==> src/rtl/core/cst_pkg.sv <==
package cst_pkg;

  // field widths fixed by the item formats
  localparam int MARK_BITS = 10;
  localparam int OP_W      = 2;
  localparam int COL_W     = 4;
  localparam int CC_W      = 5;
  localparam int SUM_W     = 20;
  localparam int SQ_W      = 30;
  localparam int OUT_W     = 10;
  // column counts are compared in this width (covers up to 127 columns)
  localparam int NCW       = 7;

  localparam logic [OUT_W-1:0]     OUT_LIMIT = '1;
  localparam logic [MARK_BITS-1:0] MARK_MASK = '1;

  // request operations
  localparam logic [OP_W-1:0] OP_SET  = 2'd0;
  localparam logic [OP_W-1:0] OP_MARK = 2'd1;
  localparam logic [OP_W-1:0] OP_FIN  = 2'd2;

  typedef struct packed {
    logic [OP_W-1:0]      operation;
    logic [COL_W-1:0]     column;
    logic [MARK_BITS-1:0] value;
    logic                 end_of_row;
  } in_item_t;

  typedef struct packed {
    logic [COL_W-1:0] column_res;
    logic [OUT_W-1:0] maximum;
    logic [OUT_W-1:0] minimum;
    logic [OUT_W-1:0] average;
    logic [OUT_W-1:0] std_dev;
    logic             no_data;
    logic             last;
  } out_item_t;

  typedef struct packed {
    logic [MARK_BITS-1:0] max_v;
    logic [MARK_BITS-1:0] min_v;
    logic [SUM_W-1:0]     sum;
    logic [SQ_W-1:0]      sq_sum;
  } entry_t;

  typedef struct packed {
    logic load_item;
    logic upd;
    logic fin_first;
    logic fin_next;
    logic rd_fin;
    logic div_mean;
    logic div_var;
    logic mul1;
    logic mul2;
    logic var_calc;
    logic sqrt_start;
    logic emit;
  } cmd_t;

  typedef struct packed {
    logic no_data;
    logic last_col;
    logic div_done;
    logic sqrt_done;
    logic out_free;
  } sts_t;

endpackage

==> src/rtl/core/cst_div.sv <==
module cst_div #(
  parameter int DW = 42,
  parameter int RW = 17
) (
  input  logic          clk,
  input  logic          rst_n,
  input  logic          start,
  input  logic [DW-1:0] dividend,
  input  logic [RW-1:0] divisor,
  output logic          busy,
  output logic          done,
  output logic [DW-1:0] quot
);

  localparam int CW = $clog2(DW + 1);

  logic [RW-1:0] rem_r, rem_nxt;
  logic [DW-1:0] quo_r;
  logic [RW-1:0] dvs_r;
  logic [CW-1:0] cnt_r;
  logic          busy_r;
  logic          done_r;
  logic [RW:0]   shifted;
  logic          q_bit;

  // one restoring step per cycle
  always_comb begin
    shifted = {rem_r, quo_r[DW-1]};
    q_bit   = (shifted >= {1'b0, dvs_r});
    rem_nxt = q_bit ? RW'(shifted - {1'b0, dvs_r}) : shifted[RW-1:0];
  end

  // control
  always_ff @(posedge clk) begin
    if (!rst_n) begin
      busy_r <= 1'b0;
      done_r <= 1'b0;
      cnt_r  <= '0;
    end else begin
      done_r <= 1'b0;
      if (start) begin
        busy_r <= 1'b1;
        cnt_r  <= CW'(DW);
      end else if (busy_r) begin
        cnt_r <= cnt_r - 1'b1;
        if (cnt_r == CW'(1)) begin
          busy_r <= 1'b0;
          done_r <= 1'b1;
        end
      end
    end
  end

  // operands and partial results
  always_ff @(posedge clk) begin
    if (start) begin
      rem_r <= '0;
      quo_r <= dividend;
      dvs_r <= divisor;
    end else if (busy_r) begin
      rem_r <= rem_nxt;
      quo_r <= {quo_r[DW-2:0], q_bit};
    end
  end

  assign busy = busy_r;
  assign done = done_r;
  assign quot = quo_r;

endmodule

==> src/rtl/core/cst_sqrt.sv <==
module cst_sqrt #(
  parameter int XW = 42
) (
  input  logic            clk,
  input  logic            rst_n,
  input  logic            start,
  input  logic [XW-1:0]   x,
  output logic            done,
  output logic [XW/2-1:0] root
);

  localparam int RW = XW / 2;
  localparam int CW = $clog2(RW + 1);

  logic [XW-1:0] x_r;
  logic [RW:0]   rem_r;
  logic [RW-1:0] root_r;
  logic [CW-1:0] cnt_r;
  logic          busy_r;
  logic          done_r;
  logic [RW+2:0] trial_rem;
  logic [RW+2:0] trial;
  logic          r_bit;

  // one result bit per cycle, two input bits brought down
  always_comb begin
    trial_rem = {rem_r, x_r[XW-1:XW-2]};
    trial     = {1'b0, root_r, 2'b01};
    r_bit     = (trial_rem >= trial);
  end

  // control
  always_ff @(posedge clk) begin
    if (!rst_n) begin
      busy_r <= 1'b0;
      done_r <= 1'b0;
      cnt_r  <= '0;
    end else begin
      done_r <= 1'b0;
      if (start) begin
        busy_r <= 1'b1;
        cnt_r  <= CW'(RW);
      end else if (busy_r) begin
        cnt_r <= cnt_r - 1'b1;
        if (cnt_r == CW'(1)) begin
          busy_r <= 1'b0;
          done_r <= 1'b1;
        end
      end
    end
  end

  // datapath
  always_ff @(posedge clk) begin
    if (start) begin
      x_r    <= x;
      rem_r  <= '0;
      root_r <= '0;
    end else if (busy_r) begin
      x_r    <= {x_r[XW-3:0], 2'b00};
      rem_r  <= r_bit ? (RW+1)'(trial_rem - trial) : trial_rem[RW:0];
      root_r <= {root_r[RW-2:0], r_bit};
    end
  end

  assign done = done_r;
  assign root = root_r;

endmodule

==> src/rtl/core/cst_ctrl.sv <==
module cst_ctrl
  import cst_pkg::*;
(
  input  logic            clk,
  input  logic            rst_n,
  input  logic            in_valid,
  input  logic [OP_W-1:0] in_op,
  output logic            in_stall,
  input  sts_t            sts,
  output cmd_t            cmd
);

  localparam logic [3:0] S_IDLE  = 4'd0;
  localparam logic [3:0] S_UPD   = 4'd1;
  localparam logic [3:0] S_FRD   = 4'd2;
  localparam logic [3:0] S_FEV   = 4'd3;
  localparam logic [3:0] S_DIV1  = 4'd4;
  localparam logic [3:0] S_MUL1  = 4'd5;
  localparam logic [3:0] S_MUL2  = 4'd6;
  localparam logic [3:0] S_VAR   = 4'd7;
  localparam logic [3:0] S_DIV2S = 4'd8;
  localparam logic [3:0] S_DIV2  = 4'd9;
  localparam logic [3:0] S_SQRT  = 4'd10;
  localparam logic [3:0] S_OUT   = 4'd11;

  logic [3:0] state_r, state_nxt;

  // next state and commands
  always_comb begin
    state_nxt = state_r;
    cmd       = '0;
    in_stall  = 1'b1;
    unique case (state_r)
      S_IDLE: begin
        in_stall = 1'b0;
        if (in_valid) begin
          cmd.load_item = 1'b1;
          unique case (in_op)
            OP_SET, OP_MARK: state_nxt = S_UPD;
            OP_FIN: begin
              cmd.fin_first = 1'b1;
              state_nxt     = S_FRD;
            end
            default: state_nxt = S_IDLE;
          endcase
        end
      end
      S_UPD: begin
        cmd.upd   = 1'b1;
        state_nxt = S_IDLE;
      end
      S_FRD: begin
        cmd.rd_fin = 1'b1;
        state_nxt  = S_FEV;
      end
      S_FEV: begin
        if (sts.no_data) begin
          state_nxt = S_OUT;
        end else begin
          cmd.div_mean = 1'b1;
          state_nxt    = S_DIV1;
        end
      end
      S_DIV1: begin
        if (sts.div_done) state_nxt = S_MUL1;
      end
      S_MUL1: begin
        cmd.mul1  = 1'b1;
        state_nxt = S_MUL2;
      end
      S_MUL2: begin
        cmd.mul2  = 1'b1;
        state_nxt = S_VAR;
      end
      S_VAR: begin
        cmd.var_calc = 1'b1;
        state_nxt    = S_DIV2S;
      end
      S_DIV2S: begin
        cmd.div_var = 1'b1;
        state_nxt   = S_DIV2;
      end
      S_DIV2: begin
        if (sts.div_done) begin
          cmd.sqrt_start = 1'b1;
          state_nxt      = S_SQRT;
        end
      end
      S_SQRT: begin
        if (sts.sqrt_done) state_nxt = S_OUT;
      end
      S_OUT: begin
        if (sts.out_free) begin
          cmd.emit = 1'b1;
          if (sts.last_col) begin
            state_nxt = S_IDLE;
          end else begin
            cmd.fin_next = 1'b1;
            state_nxt    = S_FRD;
          end
        end
      end
      default: state_nxt = S_IDLE;
    endcase
  end

  always_ff @(posedge clk) begin
    if (!rst_n) begin
      state_r <= S_IDLE;
    end else begin
      state_r <= state_nxt;
    end
  end

endmodule

==> src/rtl/core/cst_dp.sv <==
module cst_dp
  import cst_pkg::*;
#(
  parameter int MAX_COLUMNS = 16,
  parameter int MAX_ROWS    = 1024
) (
  input  logic            clk,
  input  logic            rst_n,
  input  in_item_t        in_data,
  input  cmd_t            cmd,
  output sts_t            sts,
  output logic            out_valid,
  input  logic            out_stall,
  output out_item_t       out_data,
  input  logic            cfg_wr_en,
  input  logic [CC_W-1:0] cfg_wr_data
);

  localparam int CIW  = (MAX_COLUMNS > 1) ? $clog2(MAX_COLUMNS) : 1;
  localparam int RCW  = $clog2(MAX_ROWS + 1);
  localparam int PW   = 2 * SUM_W;
  localparam int VARW = PW + 3;
  localparam int DVW  = PW + 2;
  localparam int RTW  = DVW / 2;

  logic [CC_W-1:0]        col_cnt_r;
  in_item_t               item_r;
  entry_t                 mem [MAX_COLUMNS];
  logic [MAX_COLUMNS-1:0] vld_r;
  entry_t                 rd_data_r;
  logic [RCW-1:0]         row_cnt_r;
  logic [NCW-1:0]         k_r;
  logic [SUM_W-1:0]       mean_r;
  logic [SUM_W-1:0]       t_r;
  logic [PW-1:0]          p1_r;
  logic [PW-1:0]          tm_r;
  logic [DVW-1:0]         var_r;
  out_item_t              out_r;
  logic                   out_valid_r;

  logic [NCW-1:0]         n_cols;
  logic [NCW-1:0]         cc_ext;
  logic [NCW-1:0]         in_col_ext;
  logic [NCW-1:0]         it_col_ext;
  logic                   col_ok;
  logic                   rd_en;
  logic [CIW-1:0]         rd_addr;
  entry_t                 new_ent;
  logic [MARK_BITS-1:0]   v;
  logic [SUM_W:0]         sum_ext;
  logic [SQ_W:0]          sq_ext;
  logic [2*MARK_BITS-1:0] vv;
  logic                   div_start;
  logic                   div_busy;
  logic                   div_done;
  logic [DVW-1:0]         div_q;
  logic [DVW-1:0]         div_a;
  logic                   sqrt_done;
  logic [RTW-1:0]         root;
  logic [SUM_W-1:0]       mean_q;
  logic [RCW+SUM_W-1:0]   nm;
  logic [VARW-1:0]        var_full;
  logic                   no_data;
  logic                   out_free;

  // configuration register
  always_ff @(posedge clk) begin
    if (!rst_n) begin
      col_cnt_r <= CC_W'(1);
    end else if (cfg_wr_en) begin
      col_cnt_r <= cfg_wr_data;
    end
  end

  // columns in use, clamped to one and to the store depth
  always_comb begin
    cc_ext = {{(NCW-CC_W){1'b0}}, col_cnt_r};
    priority if (cc_ext == '0) begin
      n_cols = NCW'(1);
    end else if (cc_ext > NCW'(MAX_COLUMNS)) begin
      n_cols = NCW'(MAX_COLUMNS);
    end else begin
      n_cols = cc_ext;
    end
  end

  assign in_col_ext = {{(NCW-COL_W){1'b0}}, in_data.column};
  assign it_col_ext = {{(NCW-COL_W){1'b0}}, item_r.column};
  assign col_ok     = it_col_ext < n_cols;

  // request capture
  always_ff @(posedge clk) begin
    if (cmd.load_item) item_r <= in_data;
  end

  // statistics store, registered read
  assign rd_en   = cmd.load_item | cmd.rd_fin;
  assign rd_addr = cmd.rd_fin ? k_r[CIW-1:0] : in_col_ext[CIW-1:0];

  always_ff @(posedge clk) begin
    if (rd_en) rd_data_r <= vld_r[rd_addr] ? mem[rd_addr] : '0;
  end

  always_ff @(posedge clk) begin
    if (cmd.upd && col_ok) mem[it_col_ext[CIW-1:0]] <= new_ent;
  end

  always_ff @(posedge clk) begin
    if (!rst_n) begin
      vld_r <= '0;
    end else if (cmd.upd && col_ok) begin
      vld_r[it_col_ext[CIW-1:0]] <= 1'b1;
    end
  end

  // read-modify-write of one column
  always_comb begin
    v       = item_r.value & MARK_MASK;
    vv      = v * v;
    sum_ext = {1'b0, rd_data_r.sum} + {{(SUM_W+1-MARK_BITS){1'b0}}, v};
    sq_ext  = {1'b0, rd_data_r.sq_sum} + {{(SQ_W+1-2*MARK_BITS){1'b0}}, vv};
    if (item_r.operation == OP_SET) begin
      new_ent.max_v  = '0;
      new_ent.min_v  = v;
      new_ent.sum    = '0;
      new_ent.sq_sum = '0;
    end else begin
      new_ent.max_v  = (v > rd_data_r.max_v) ? v : rd_data_r.max_v;
      new_ent.min_v  = (v < rd_data_r.min_v) ? v : rd_data_r.min_v;
      new_ent.sum    = sum_ext[SUM_W] ? '1 : sum_ext[SUM_W-1:0];
      new_ent.sq_sum = sq_ext[SQ_W] ? '1 : sq_ext[SQ_W-1:0];
    end
  end

  // row counter, saturating
  always_ff @(posedge clk) begin
    if (!rst_n) begin
      row_cnt_r <= '0;
    end else if (cmd.upd && item_r.operation == OP_MARK && item_r.end_of_row &&
                 row_cnt_r < RCW'(MAX_ROWS)) begin
      row_cnt_r <= row_cnt_r + 1'b1;
    end
  end

  // column walk
  always_ff @(posedge clk) begin
    if (cmd.fin_first) begin
      k_r <= '0;
    end else if (cmd.fin_next) begin
      k_r <= k_r + 1'b1;
    end
  end

  // shared divider: mean first, then variance over the row count
  assign div_start = cmd.div_mean | cmd.div_var;
  assign div_a     = cmd.div_var ? var_r : {{(DVW-SUM_W){1'b0}}, rd_data_r.sum};

  cst_div #(
    .DW (DVW),
    .RW (RCW)
  ) u_div (
    .clk      (clk),
    .rst_n    (rst_n),
    .start    (div_start),
    .dividend (div_a),
    .divisor  (row_cnt_r),
    .busy     (div_busy),
    .done     (div_done),
    .quot     (div_q)
  );

  cst_sqrt #(
    .XW (DVW)
  ) u_sqrt (
    .clk   (clk),
    .rst_n (rst_n),
    .start (cmd.sqrt_start),
    .x     (div_q),
    .done  (sqrt_done),
    .root  (root)
  );

  // mean never exceeds the sum, and n*mean never exceeds it either
  assign mean_q = div_q[SUM_W-1:0];
  assign nm     = {{SUM_W{1'b0}}, row_cnt_r} * {{RCW{1'b0}}, mean_q};

  // variance rebuilt as sumsq - 2*mean*sum + n*mean*mean
  always_ff @(posedge clk) begin
    if (cmd.mul1) begin
      mean_r <= mean_q;
      p1_r   <= mean_q * rd_data_r.sum;
      t_r    <= nm[SUM_W-1:0];
    end
    if (cmd.mul2) tm_r <= t_r * mean_r;
    if (cmd.var_calc) var_r <= var_full[VARW-1] ? '0 : var_full[DVW-1:0];
  end

  assign var_full = {{(VARW-SQ_W){1'b0}}, rd_data_r.sq_sum}
                  - {2'b00, p1_r, 1'b0}
                  + {3'b000, tm_r};

  // result register
  assign no_data  = row_cnt_r == '0;
  assign out_free = !out_valid_r || !out_stall;

  always_ff @(posedge clk) begin
    if (!rst_n) begin
      out_valid_r <= 1'b0;
    end else if (cmd.emit) begin
      out_valid_r <= 1'b1;
    end else if (!out_stall) begin
      out_valid_r <= 1'b0;
    end
  end

  always_ff @(posedge clk) begin
    if (cmd.emit) begin
      out_r.column_res <= k_r[COL_W-1:0];
      out_r.maximum    <= rd_data_r.max_v;
      out_r.minimum    <= rd_data_r.min_v;
      out_r.no_data    <= no_data;
      out_r.last       <= sts.last_col;
      if (no_data) begin
        out_r.average <= '0;
        out_r.std_dev <= '0;
      end else begin
        out_r.average <= (mean_r > SUM_W'(OUT_LIMIT)) ? OUT_LIMIT : mean_r[OUT_W-1:0];
        out_r.std_dev <= (root > RTW'(OUT_LIMIT)) ? OUT_LIMIT : root[OUT_W-1:0];
      end
    end
  end

  // status to the controller
  assign sts.no_data   = no_data;
  assign sts.last_col  = (k_r + 1'b1) == n_cols;
  assign sts.div_done  = div_done;
  assign sts.sqrt_done = sqrt_done;
  assign sts.out_free  = out_free;

  assign out_valid = out_valid_r;
  assign out_data  = out_r;

  // row count stays within its ceiling
  a_row_cnt_limit: assert property (@(posedge clk) disable iff (!rst_n)
    row_cnt_r <= RCW'(MAX_ROWS))
    else $error("row count above ceiling");

  // a result is only loaded when the slot is free
  a_emit_free: assert property (@(posedge clk) disable iff (!rst_n)
    cmd.emit |-> (!out_valid_r || !out_stall))
    else $error("result overwritten");

  // the divider is never restarted while it works
  a_div_idle: assert property (@(posedge clk) disable iff (!rst_n)
    div_start |-> !div_busy)
    else $error("divider restarted while busy");

  // a new request is never taken while a column walk issues reads
  a_no_overlap: assert property (@(posedge clk) disable iff (!rst_n)
    cmd.rd_fin |-> !cmd.load_item)
    else $error("request taken during column walk");

endmodule

==> src/rtl/core/column_statistics.sv <==
// column_statistics: per-column min, max, mean and standard deviation of
// integer marks.
// Requests enter on in_valid/in_stall with an in_item_t payload: set the full
// mark of a column (clears its statistics), add a mark (end_of_row counts a
// row) or finish. A finish request sends one out_item_t per column in use on
// out_valid/out_stall, the final one with last set. cfg_wr_en/cfg_wr_data
// write the number of columns in use; write it only while the block is idle.
// Set and mark requests first read the column's entry, then write it back;
// in_stall is high during the write-back.
// Finish walks the columns one by one through a shared bit-serial divider and
// square root unit; when no rows were counted, a column skips both and goes
// straight to its result.
// The result register lets the walk finish computing the next column while a
// result waits; the walk pauses while out_stall holds that register full.
// Reset (rst_n, synchronous) clears the statistics, the row count and the
// result register, and sets the column count to one.
module column_statistics
  import cst_pkg::*;
#(
  parameter int MAX_COLUMNS = 16,
  parameter int MAX_ROWS    = 1024
) (
  input  logic            clk,
  input  logic            rst_n,
  input  logic            in_valid,
  output logic            in_stall,
  input  in_item_t        in_data,
  output logic            out_valid,
  input  logic            out_stall,
  output out_item_t       out_data,
  input  logic            cfg_wr_en,
  input  logic [CC_W-1:0] cfg_wr_data
);

  cmd_t cmd;
  sts_t sts;

  // sequencer
  cst_ctrl u_ctrl (
    .clk      (clk),
    .rst_n    (rst_n),
    .in_valid (in_valid),
    .in_op    (in_data.operation),
    .in_stall (in_stall),
    .sts      (sts),
    .cmd      (cmd)
  );

  // stores and arithmetic
  cst_dp #(
    .MAX_COLUMNS (MAX_COLUMNS),
    .MAX_ROWS    (MAX_ROWS)
  ) u_dp (
    .clk         (clk),
    .rst_n       (rst_n),
    .in_data     (in_data),
    .cmd         (cmd),
    .sts         (sts),
    .out_valid   (out_valid),
    .out_stall   (out_stall),
    .out_data    (out_data),
    .cfg_wr_en   (cfg_wr_en),
    .cfg_wr_data (cfg_wr_data)
  );

endmodule

==> config.mk <==
export PLATFORM = sky130hd
export DESIGN_NAME = column_statistics
export DESIGN_NICKNAME = d
export VERILOG_FILES = /design/src/rtl/core/cst_pkg.sv /design/src/rtl/core/cst_div.sv /design/src/rtl/core/cst_sqrt.sv /design/src/rtl/core/cst_ctrl.sv /design/src/rtl/core/cst_dp.sv /design/src/rtl/core/column_statistics.sv
export SDC_FILE = /design/constraint.sdc
export NUM_CORES = 2
export LEC_CHECK = 0
export ABC_CLOCK_PERIOD_IN_PS = 8000
export BUFFER_PORTS_ARGS = -buffer_cell sky130_fd_sc_hd__buf_2
export CORE_MARGIN = 2
export CORE_UTILIZATION = 30
export CTS_CLUSTER_DIAMETER = 80
export DETAILED_ROUTE_END_ITERATION = 16
export HOLD_SLACK_MARGIN = 0.08
export PLACE_DENSITY = 0.47
export SYNTH_ARGS = -nofsm -noshare
export SYNTH_HDL_FRONTEND = slang
export SYNTH_SLANG_ARGS = --single-unit
==> constraint.sdc <==
create_clock -name clk -period 8 [get_ports clk]
set_input_delay 0.4 -clock clk [delete_from_list [all_inputs] [get_ports clk]]
set_output_delay 0.4 -clock clk [all_outputs]
set_load 0.05 [all_outputs]
==> impl_summary.md <==
Status
The flow ran to the end, and the final reports show no timing, DRC or antenna violations.

Global routing
Global routing used 16.5% of the available tracks across all layers. The first global-routing pass estimated 435000 microns of wire. The via count of the first global-routing pass is 66831. The number of antenna violations at the first check in global routing is 21. The largest net degree at the start of global routing is 103. The aggregate global routing overflow is 0.

Final layout
In the final layout, the share of cells above drive strength 1 is 11.1%. After the last flow step, the layout net total stands at 9634. Relative to the synthesized area, the layout overhead comes to 12.5%.

Routing
Dividing the detail-routed via count by the number of cells gives 4.86. The detailed-route via count is 62924. The total detailed-routing wirelength is 287000 microns.

The wire length per cell after detailed routing is 22.2 microns. The first TritonRoute pass finished after 5 iterations. The DRC violations left is 0. The post-route antenna net violation count is 0. The number of design-rule violations left by the first detailed-router iteration is 4375.

STA
At the pin with the least slew margin, the transition time is 1.24 ns. The achievable clock frequency is 0.130 GHz. Setup violations remaining at the end of the flow were counted as 0. The final worst-path cycle share is 95.8%. The final critical-path required period is 7.67 ns. The final setup skew is 0.0907 ns. Setup repair after global routing left no endpoint under its margin. The final max-slew violation count is 0. The post-route setup TNS is 0 ns. The final-report hold violation count is 0. In this run the tightest slew margin relative to its limit is 15.2%.

Yosys
The Yosys step of the flow raised 0 warnings. The number of library cell types mapped by synthesis is 86. The most common cell in the synthesized netlist is edfxtp_1. In this run, synthesis produced a sequential element count of 1623. After synthesis the cells add up to 103000 sq um. The library cell occupying the most area in the post-synthesis netlist is edfxtp_1. Yosys attributes the largest share of cell area to edfxtp_1 (44%), fa_1 (16%), ha_1 (6.5%), mux4_2 (6.2%), inv_1 (3.9%). The post-synth net total is 9520. Counting instances in the post-synthesis netlist gives the leading cell types as edfxtp_1 (1510), inv_1 (1071), fa_1 (822), nand2_1 (768), and2_1 (545). For this run, the leading register cell type out of synthesis is edfxtp_1.

Yosys mapped a number of flops with a built-in enable equal to 1510. In the synthesized netlist the async set-or-reset flop fraction comes to 0%. The cell count after synthesis came out at 8135.

The post-synthesis area per instance is 12.7 sq um. The fraction of synthesized cell area taken by the top area cell type is 44.0%. The register area share after synthesis is 46.2%.

Die
The number of core rows is 215. The initial utilization of the core area, before any placement, comes to 30.1%. The floorplan step defined a die boundary enclosing 348000 sq um.

For this design the top-level I/O count stands at 75. The die boundary height is 590 microns. The standard cell core area is 342000 sq um. The floorplan step set the die width to 590 microns.

Critical path
Data arrives at the worst endpoint at 8.24 ns. The worst setup path startpoint is u_dp.u_div.quot[8]. The kind of end point of the critical path is a flip-flop. The number of cells on the worst reg-to-reg path is 26.

By startpoint and endpoint, the worst setup path is classified as reg2reg. The minimum setup slack among reg-to-reg paths is 0.33 ns. The largest fanout on the critical path is 10. The startpoint type of the worst setup path is a flip-flop. Data on the critical path is required at its endpoint by 8.58 ns. In this run the worst setup path terminates at u_dp.p1_r[39].

The terminus of the critical flop-to-flop path is u_dp.p1_r[39]. The startpoint identified for the worst register-to-register timing path is u_dp.u_div.quot[8].

Clock network
The maximum buffer depth of the clock tree is 4. In this run, CTS created clock tree buffers numbering 185. The clock transition at the register clock pins on the worst setup and hold paths after CTS is 0.06 ns.

The source-to-sink clock delay at the later pin of the worst-skew pair is 0.88 ns. The tree built by TritonCTS fans out to 1623 sinks. Post-CTS timing repair inserted 0 buffers for setup.

The TritonCTS clock tree is yes. In this run the clock root is driven by a clkbuf_16. The H-tree was split into 4 levels.

Placed design
After legalization and detailed placement, the total HPWL measured 191000 microns. The count of input and output buffers is 74. Routability-driven placement finished with a final weighted congestion of 0.846.

Hold path
The path class of the lowest-slack min-delay path is in2reg.

Run
The max-capacitance violation count is 0.
## placed cells by master, fill, tap and decap left out, types with 23 or more instances in the layout
| master | count |
|---|---|
| a211oi_1 | 177 |
| a21boi_0 | 26 |
| a21o_1 | 96 |
| a21oi_1 | 234 |
| a22o_1 | 23 |
| a31oi_1 | 23 |
| and2_1 | 545 |
| and3_1 | 26 |
| buf_2 | 74 |
| buf_4 | 212 |
| clkbuf_1 | 35 |
| clkbuf_16 | 187 |
| clkinv_1 | 37 |
| clkinv_2 | 26 |
| dfxtp_1 | 112 |
| dlygate4sd3_1 | 29 |
| edfxtp_1 | 1510 |
| fa_1 | 822 |
| ha_1 | 536 |
| inv_1 | 1071 |
| mux2i_1 | 158 |
| mux4_2 | 284 |
| nand2_1 | 767 |
| nand2b_1 | 32 |
| nand3_1 | 53 |
| nand4_1 | 29 |
| nor2_1 | 280 |
| nor2_4 | 26 |
| nor2b_1 | 111 |
| nor3_1 | 44 |
| o21a_1 | 65 |
| o21ai_0 | 168 |
| o21bai_1 | 30 |
| xnor2_1 | 162 |
| xor2_1 | 79 |
## metal layers
layer | global-route usage, % | vias up | share of wire [%] | wire length (microns)
met5 | 0 | - | 0.0042 | 12
met4 | 3.43 | 2 | 2.0 | 5760
met3 | 1.73 | 328 | 3.7 | 10500
met2 | 27.9 | 1155 | 48 | 138000
met1 | 23.0 | 33165 | 46 | 133000
li1 | - | 28274 | - | -
## stage by stage
stage          utilization (%)  instance area (sq um)  hold WS (ns)  setup slack, ns  cells
2_1_floorplan                -                 103000         0.406            0.750   8135
3_3_place_gp              32.1                 110000         0.443            0.274  12588
3_5_place_dp              32.1                 110000         0.448            0.254  12588
4_1_cts                   33.8                 116000         0.136            0.186  12944
5_1_grt                   33.8                 116000         0.209          0.00712  12947
6_report                  33.9                 116000         0.179            0.333  12950
## worst min-delay path by stage
stage | slack (ns) | to | cells after the start | from
floorplan | 0.41 | u_dp.out_data[44] | 0 | u_dp.k_r[2]
global placement | 0.44 | u_dp.vld_r[14] | 1 | u_dp.vld_r[14]
detailed placement | 0.45 | u_dp.u_sqrt.rem_r[21] | 2 | u_dp.u_sqrt.rem_r[21]
CTS | 0.14 | u_dp.col_cnt_r[0] | 2 | rst_n
global route | 0.21 | u_dp.col_cnt_r[0] | 2 | rst_n
finish | 0.18 | u_dp.col_cnt_r[0] | 2 | rst_n
## cell families (layout without fill, tap and decap cells)
group           Yosys count  in the layout  synth area share [%]
compound gates          976            976                  6.31
xor+xnor                241            241                  2.05
fa+ha+maj              1358           1358                  22.5
buf+inv                1481           1735                  5.46
flops                  1623           1623                  46.2
mux                     457            457                  7.91
other cells               0              4                     0
simple gates           1999           1999                  9.54
## cell type report
class	instances	area, sq um
fillers	33879	226000
multi-input cells	5031	50000
flip-flops and latches	1623	47600
well taps	4557	5700
clock buffers	224	4840
inverters	1071	4020
repair buffers	337	2680
clock inverters	103	973
diodes	4	10.0
## sequential cells by signal, indices dropped and copies added (netlist names), 7 cells and up
register,count
u_dp.v,10
u_dp.vld_r,16
u_dp.var_r,42
u_dp.u_sqrt.rem_r,22
u_dp.u_sqrt.root,21
u_dp.u_div.dvs_r,11
u_dp.row_cnt_r,11
u_dp.out_data,46
u_dp.t_r,20
u_dp.mean_r,20
u_dp.u_div.quot,42
u_dp.u_sqrt.x_r,42
u_dp.k_r,7
u_dp.p1_r,40
u_dp.tm_r,40
u_dp.rd_data_r,70
u_dp.u_div.rem_r,11
u_dp.mem,1120
## worst max-delay path, stage by stage, from the launching register on
cell	delay [ns]
edfxtp_1	0.86
buf_4	0.37
and2_1	0.18
fa_1	0.44
fa_1	0.51
inv_1	0.05
fa_1	0.47
inv_1	0.05
fa_1	0.49
inv_1	0.05
fa_1	0.53
inv_1	0.05
fa_1	0.47
inv_1	0.05
fa_1	0.47
inv_1	0.04
ha_1	0.34
a21oi_1	0.17
nand2_1	0.07
o2111a_1	0.28
o21ai_0	0.39
buf_4	0.20
a31oi_1	0.11
o31ai_1	0.41
o21bai_1	0.11
a21oi_1	0.18
xnor2_1	0.08
## timing repair
| action | in CTS | in global routing |
|---|---|---|
| endpoints found under the setup margin | 0 | 3 |
| hold buffers | 29 | 0 |
| gates resized for setup | 0 | 3 |
| hold endpoints to repair | 31 | 0 |
Power is left out: the tool's default activity adds up to more than one toggle a clock period on the data nets, which glitch-free logic cannot reach.
